===== src/hw/rtl/rds_pkg.sv =====
// Shared types and constants for the reliable delivery sequencer.
// No dependencies; used by rds_front, rds_back and the top level.
package rds_pkg;

    // Default sizes of the outbox, retained inbox and dedupe table
    localparam int OUTBOX_DEPTH_DEF = 8;
    localparam int INBOX_DEPTH_DEF  = 20;
    localparam int SEEN_DEPTH_DEF   = 32;

    localparam logic [31:0] SEQ_MAX           = 32'hFFFF_FFFF;
    localparam logic [63:0] LOCAL_EPOCH_RESET = 64'd1;

    // Function codes on the func input
    localparam logic [2:0] FUNC_SUBMIT     = 3'd0;
    localparam logic [2:0] FUNC_RECEIPT    = 3'd1;
    localparam logic [2:0] FUNC_DATA       = 3'd2;
    localparam logic [2:0] FUNC_CANCEL     = 3'd3;
    localparam logic [2:0] FUNC_CANCEL_ALL = 3'd4;

    // Result status codes
    localparam logic [3:0] ST_QUEUED     = 4'd0;
    localparam logic [3:0] ST_REQUEUE    = 4'd1;
    localparam logic [3:0] ST_COLLISION  = 4'd2;
    localparam logic [3:0] ST_OUTBOX_FULL = 4'd3;
    localparam logic [3:0] ST_IGNORED    = 4'd4;
    localparam logic [3:0] ST_DELIVERED  = 4'd5;
    localparam logic [3:0] ST_DUPLICATE  = 4'd6;
    localparam logic [3:0] ST_STORED     = 4'd7;
    localparam logic [3:0] ST_DEDUPE_FULL = 4'd8;
    localparam logic [3:0] ST_CANCELED   = 4'd9;

    // Classified operation
    typedef enum logic [2:0] {
        OP_SUBMIT,
        OP_RECEIPT,
        OP_DATA,
        OP_CANCEL,
        OP_CANCEL_ALL,
        OP_NONE
    } op_t;

    // One classified request from the front to the back
    typedef struct packed {
        op_t         op;
        logic [31:0] msg_id;
        logic [31:0] peer_node;
        logic [63:0] frame_epoch;
        logic [31:0] frame_seq;
        logic [31:0] content_digest;
    } req_t;

    // One result item
    typedef struct packed {
        logic [3:0]  status;
        logic [31:0] assigned_seq;
        logic        send_receipt;
        logic        inbox_evicted;
        logic [3:0]  pending_count;
        logic [4:0]  retained_count;
        logic        head_valid;
        logic [31:0] head_msg_id;
        logic [31:0] head_seq;
    } res_t;

endpackage


===== src/hw/rtl/rds_front.sv =====
// Front end: accepts requests, classifies func and holds them in a
// two-entry queue for the back end. Depends on rds_pkg.
module rds_front (
    input  logic               clk,
    input  logic               rst_n,
    input  logic               push,
    output logic               full,
    input  logic [2:0]         func,
    input  logic [31:0]        msg_id,
    input  logic [31:0]        peer_node,
    input  logic [63:0]        frame_epoch,
    input  logic [31:0]        frame_seq,
    input  logic [31:0]        content_digest,
    output logic               req_valid,
    output rds_pkg::req_t      req,
    input  logic               req_pop
);

    rds_pkg::req_t q_reg [2];
    logic          wr_ptr_reg;
    logic          rd_ptr_reg;
    logic [1:0]    cnt_reg;
    rds_pkg::req_t in_req;
    logic          do_push;
    logic          do_pop;

    // Classify the incoming request
    always_comb
    begin
        in_req.msg_id         = msg_id;
        in_req.peer_node      = peer_node;
        in_req.frame_epoch    = frame_epoch;
        in_req.frame_seq      = frame_seq;
        in_req.content_digest = content_digest;
        case (func)
            rds_pkg::FUNC_SUBMIT:     in_req.op = rds_pkg::OP_SUBMIT;
            rds_pkg::FUNC_RECEIPT:    in_req.op = rds_pkg::OP_RECEIPT;
            rds_pkg::FUNC_DATA:       in_req.op = rds_pkg::OP_DATA;
            rds_pkg::FUNC_CANCEL:     in_req.op = rds_pkg::OP_CANCEL;
            rds_pkg::FUNC_CANCEL_ALL: in_req.op = rds_pkg::OP_CANCEL_ALL;
            default:                  in_req.op = rds_pkg::OP_NONE;
        endcase
    end

    assign full      = (cnt_reg == 2'd2);
    assign req_valid = (cnt_reg != 2'd0);
    assign req       = q_reg[rd_ptr_reg];
    assign do_push   = push && !full;
    assign do_pop    = req_pop && req_valid;

    // Hold queue payload
    always_ff @(posedge clk)
    begin
        if (do_push)
        begin
            q_reg[wr_ptr_reg] <= in_req;
        end
    end

    // Advance pointers and count
    always_ff @(posedge clk or negedge rst_n)
    begin
        if (!rst_n)
        begin
            wr_ptr_reg <= 1'b0;
            rd_ptr_reg <= 1'b0;
            cnt_reg    <= 2'd0;
        end
        else
        begin
            if (do_push)
            begin
                wr_ptr_reg <= ~wr_ptr_reg;
            end
            if (do_pop)
            begin
                rd_ptr_reg <= ~rd_ptr_reg;
            end
            cnt_reg <= cnt_reg + {1'b0, do_push} - {1'b0, do_pop};
        end
    end

endmodule


===== config.mk =====
export PLATFORM = sky130hd
export DESIGN_NAME = rds_front
export DESIGN_NICKNAME = d
export VERILOG_FILES = /design/src/hw/rtl/rds_pkg.sv /design/src/hw/rtl/rds_front.sv
export SDC_FILE = /design/constraint.sdc
export NUM_CORES = 1
export LEC_CHECK = 0
export ABC_AREA = 1
export ABC_CLOCK_PERIOD_IN_PS = 13410
export BUFFER_PORTS_ARGS = -buffer_cell sky130_fd_sc_hd__buf_4
export CELL_PAD_IN_SITES_DETAIL_PLACEMENT = 0
export CELL_PAD_IN_SITES_GLOBAL_PLACEMENT = 1
export CORE_MARGIN = 2
export CORE_UTILIZATION = 42
export CTS_CLUSTER_SIZE = 14
export DETAILED_ROUTE_END_ITERATION = 8
export GPL_TIMING_DRIVEN = 0
export HOLD_SLACK_MARGIN = 0.12
export MAX_ROUTING_LAYER = met4
export PLACE_DENSITY_LB_ADDON = 0.1
export SYNTH_ARGS = -nofsm -noshare
export SYNTH_HDL_FRONTEND = slang
export SYNTH_SLANG_ARGS = --single-unit

===== constraint.sdc =====
create_clock -name clk -period 13.41 [get_ports clk]
set_input_delay 2.682 -clock clk [delete_from_list [all_inputs] [get_ports clk]]
set_output_delay 2.682 -clock clk [all_outputs]
set_load 0.03 [all_outputs]

[Yosys cells after proc, flatten, opt, wreduce, memory -nomap -nowiden]
Memories as Yosys holds them, arrays and structs flattened.
Index checks and enable logic that the tools add are counted.
Widths: inputs -> output; s select.
Cells by class
  reductions and logical operators: 5
  equality and inequality tests: 5
  bitwise logic cells: 2
  $add $sub $neg: 2
  mux-type cells: 3
Operators with widths (count)
  $pmux 3 s5: 1
  $eq 3x2->1 const B: 2
  $eq 3x1->1 const B: 1
  $eq 3x3->1 const B: 1
  $logic_not 3->1: 1
  $add 2x1->2: 1
  $eq 2x2->1 const B: 1
  $logic_and 1x1->1: 2
  $mux 1: 2
  $not 1->1: 2
  $reduce_bool 2->1: 1
  $sub 2x1->2: 1
  $logic_not 1->1: 1
Storage, ports and cells
  output and inout bits: 197
  word-level logic and storage cells: 21
  input port bits: 199
  memories: 1
  RAM bits: 390
  register bits: 4
Memory list
  q_reg: words 2, width 195, read ports 1, clocked after memory_dff 0, wr ports 1, RTL line rds_front.sv:19  | rds_pkg::req_t q_reg [2];

[Longest topological paths before layout]
  word-level depth: 5
  mapped depth: 10
  depth with buffers taken out: 10

[Worst setup path before layout]
No wires, ideal clock.
  path type: input to register
  start: input push
  end: memory q_reg[1][0] (netlist name), enable pin
  stages: 2
  data arrival time: 10851 ps
  path slack: 1806 ps
  path buffers: 0
  required time: 12657 ps
  setup time: 753 ps
  cells stage by stage: nand2_1 nor2_1
On the way
  longest elaborated chain between the ends: 3
RTL lines
  from (decl): RTL line rds_front.sv:6  | input logic push,
  $logic_and 1x1->1: RTL line rds_front.sv:48  | assign do_push = push && !full;
  $mux 1: RTL line rds_front.sv:54  | if (do_push)
  $mux 1 (not written as such): RTL line rds_front.sv:56  | q_reg[wr_ptr_reg] <= in_req;
  to (decl): RTL line rds_front.sv:19
No other way between the ends.

==> run metrics <==
fmax 218 MHz; largest net degree at the start of global routing 123; multi-input combinational cell area 2310 sq um; TritonCTS Sinks 394; GRT Overall Usage 0.188; clock transition at the registers of the reported paths 0.06 ns; worst reg2reg path depth 6; slew at the pin with the worst max-slew slack 0.845 ns; Initial DRC Count 417; Die H 190 microns; Crit. End Element output pin; Mapped Cells 1055; CTS H-tree lvls 2; FF-to-FF setup slack 11.04 ns; Placeable Area 33700 sq um; largest vdd supply drop 0.148 mV; placer congestion estimate 0.755; Critical Path AT 1.90 ns; row cnt 67; Synth Net Count 1256; FF/Latch Area 11800 sq um; drt via density 4.53; register area share after synthesis 0.816; startpoint types flop; area grow syn2layout 34.3%; hold path depth 2; worst hold path type reg2reg; final hold viol count 0; # Post-CTS Setup Buffers 0; Req. time, crit path 10.73 ns; Fillers 2772; Ys Warns 0; Leakage 0.00831 uW; CTS Buffer Depth 3; cts bufs inserted 42; Hold Buf Count CTS 0; grt total ovfl 0; part of the power in registers 0.358; Netlist cell types 13; Post-Syn Area 14500 sq um; die width 190 microns; I/O pin cnt 396; Pins Over Slew Limit 0; Resized cells post-CTS 0; WS Path Type reg2out; switch share 0.392; Routed wire per std cell 16.8 microns; DR pass1 iterations 5; # DRC 0; Die Area 35900 sq um; max cap viols 0; first-pass GRT wire length 49000 microns; clock share of power 0.217; TNS Setup 0 ns; Routed WL 33400 microns; P_int 2940 uW; Final min period 4.58 ns; max FFs per register 390; unrepaired setup endpoints after global routing false; fin nets 1703; Slew HR 0.436; Psw 1890 uW; setup violators final 0; number of routed nets with antenna violations 0; Mean Syn Cell Area 13.7 sq um; flop and latch count out of synthesis 394; hpwl dp 23000 microns; CP max FO 10; port buffer count 395; worst-skew pair later-pin latency 0.53 ns; effective utilization at floorplan 0.429; vias in the first global route 8725; power after layout 4830 uW; Vias 8993; Pwr per Cell Area 249 nW/um^2; initial antenna violation count 5; outcome completed; layout cells sized above 1 0.329; combinational power share 0.425; Final Cycle Share 0.342; CTS tree done; Fin Clk Skew 0.0146 ns; root buf cell clkbuf_16
## cell usage after synthesis
master / n / area (sq um)
buf_2: 24 / 120
ha_1: 2 / 25.0
buf_4: 7 / 52.6
clkbuf_1: 1 / 3.75
nand2_1: 598 / 2240
edfxtp_1: 390 / 11700
nand3_1: 3 / 15.0
inv_1: 10 / 37.5
dfrtp_1: 4 / 100
buf_6: 12 / 135
nor2_1: 2 / 7.51
inv_4: 1 / 6.26
a21o_1: 1 / 7.51
## cell families after synthesis
| family | count (synthesis) | synth area share |
|---|---|---|
| DFF | 394 | 0.816 |
| buffers and inverters | 55 | 0.0246 |
| and+or+nand+nor | 603 | 0.157 |
| adders and majority gates | 2 | 0.00173 |
| AOI/OAI and AO/OA | 1 | 0.000519 |
## final cells by class
type,count,area share
clock buffers,53,0.0573
repair buffers,403,0.161
multi-input cells,606,0.119
diodes,5,0.000644
flip-flops and latches,394,0.608
inverters,11,0.00264
plain buffers,44,0.0160
clock inverters,21,0.00682
well taps,448,0.0288
## cell usage in the layout, fill, tap and decap left out, types with 5 or more instances in the layout
cell type / Yosys / final
nand2_1: 598 / 598
buf_4: 7 / 402
edfxtp_1: 390 / 390
clkbuf_16: 0 / 43
buf_2: 24 / 24
buf_6: 12 / 12
clkbuf_1: 1 / 11
inv_1: 10 / 9
clkinv_1: 0 / 9
buf_12: 0 / 7
clkinv_2: 0 / 6
diode_2: 0 / 5
## critical path: stages (launching register included)
cell and delay (ns):
dfrtp_1 0.32, buf_4 0.18, buf_4 0.24, buf_2 0.29, nand2_1 0.08, nand2_1 0.08, buf_4 0.17
## routing by layer
metal	vias to the layer above	track usage	part of all wire
met1	4161	0.216	0.38
li1	4464	-	-
met3	58	0.0721	0.10
met5	-	-	0
met2	310	0.303	0.49
met4	0	0.0653	0.028
## power groups by stage
stage / clock [uW] / sequential (uW) / combinational (uW)
floorplan: 0 / 1820 / 1230
global placement: 0 / 1880 / 2040
detailed placement: 0 / 1760 / 2090
CTS: 1070 / 1730 / 2090
global route: 1120 / 1750 / 2210
finish: 1050 / 1730 / 2050
## through the flow
stage | cell area [sq um] | utilization | hold WS [ns] | setup WS, ns | std cells
CTS | 19400 | 0.576 | 0.476 | 8.74 | 1980
floorplan | 14500 | - | 0.442 | 1.81 | 1055
global placement | 18000 | 0.534 | 0.454 | -3.52 | 1898
finish | 19400 | 0.577 | 0.471 | 8.83 | 1985
global route | 19400 | 0.577 | 0.503 | 8.67 | 1985
detailed placement | 18200 | 0.539 | 0.462 | 8.72 | 1906
## path summary, 6_finish.rpt
| path | start | to |
|---|---|---|
| setup / recovery | rd_ptr_reg | req[136] |
| hold / removal | wr_ptr_reg | wr_ptr_reg |
| setup reg to reg | cnt_reg[1] | q_reg[1][66] |
| hold reg to reg | wr_ptr_reg | wr_ptr_reg |
| max in group asynchronous | rst_n | cnt_reg[1] |
| min in group asynchronous | rst_n | cnt_reg[0] |
(Power assumes the default switching activity.)
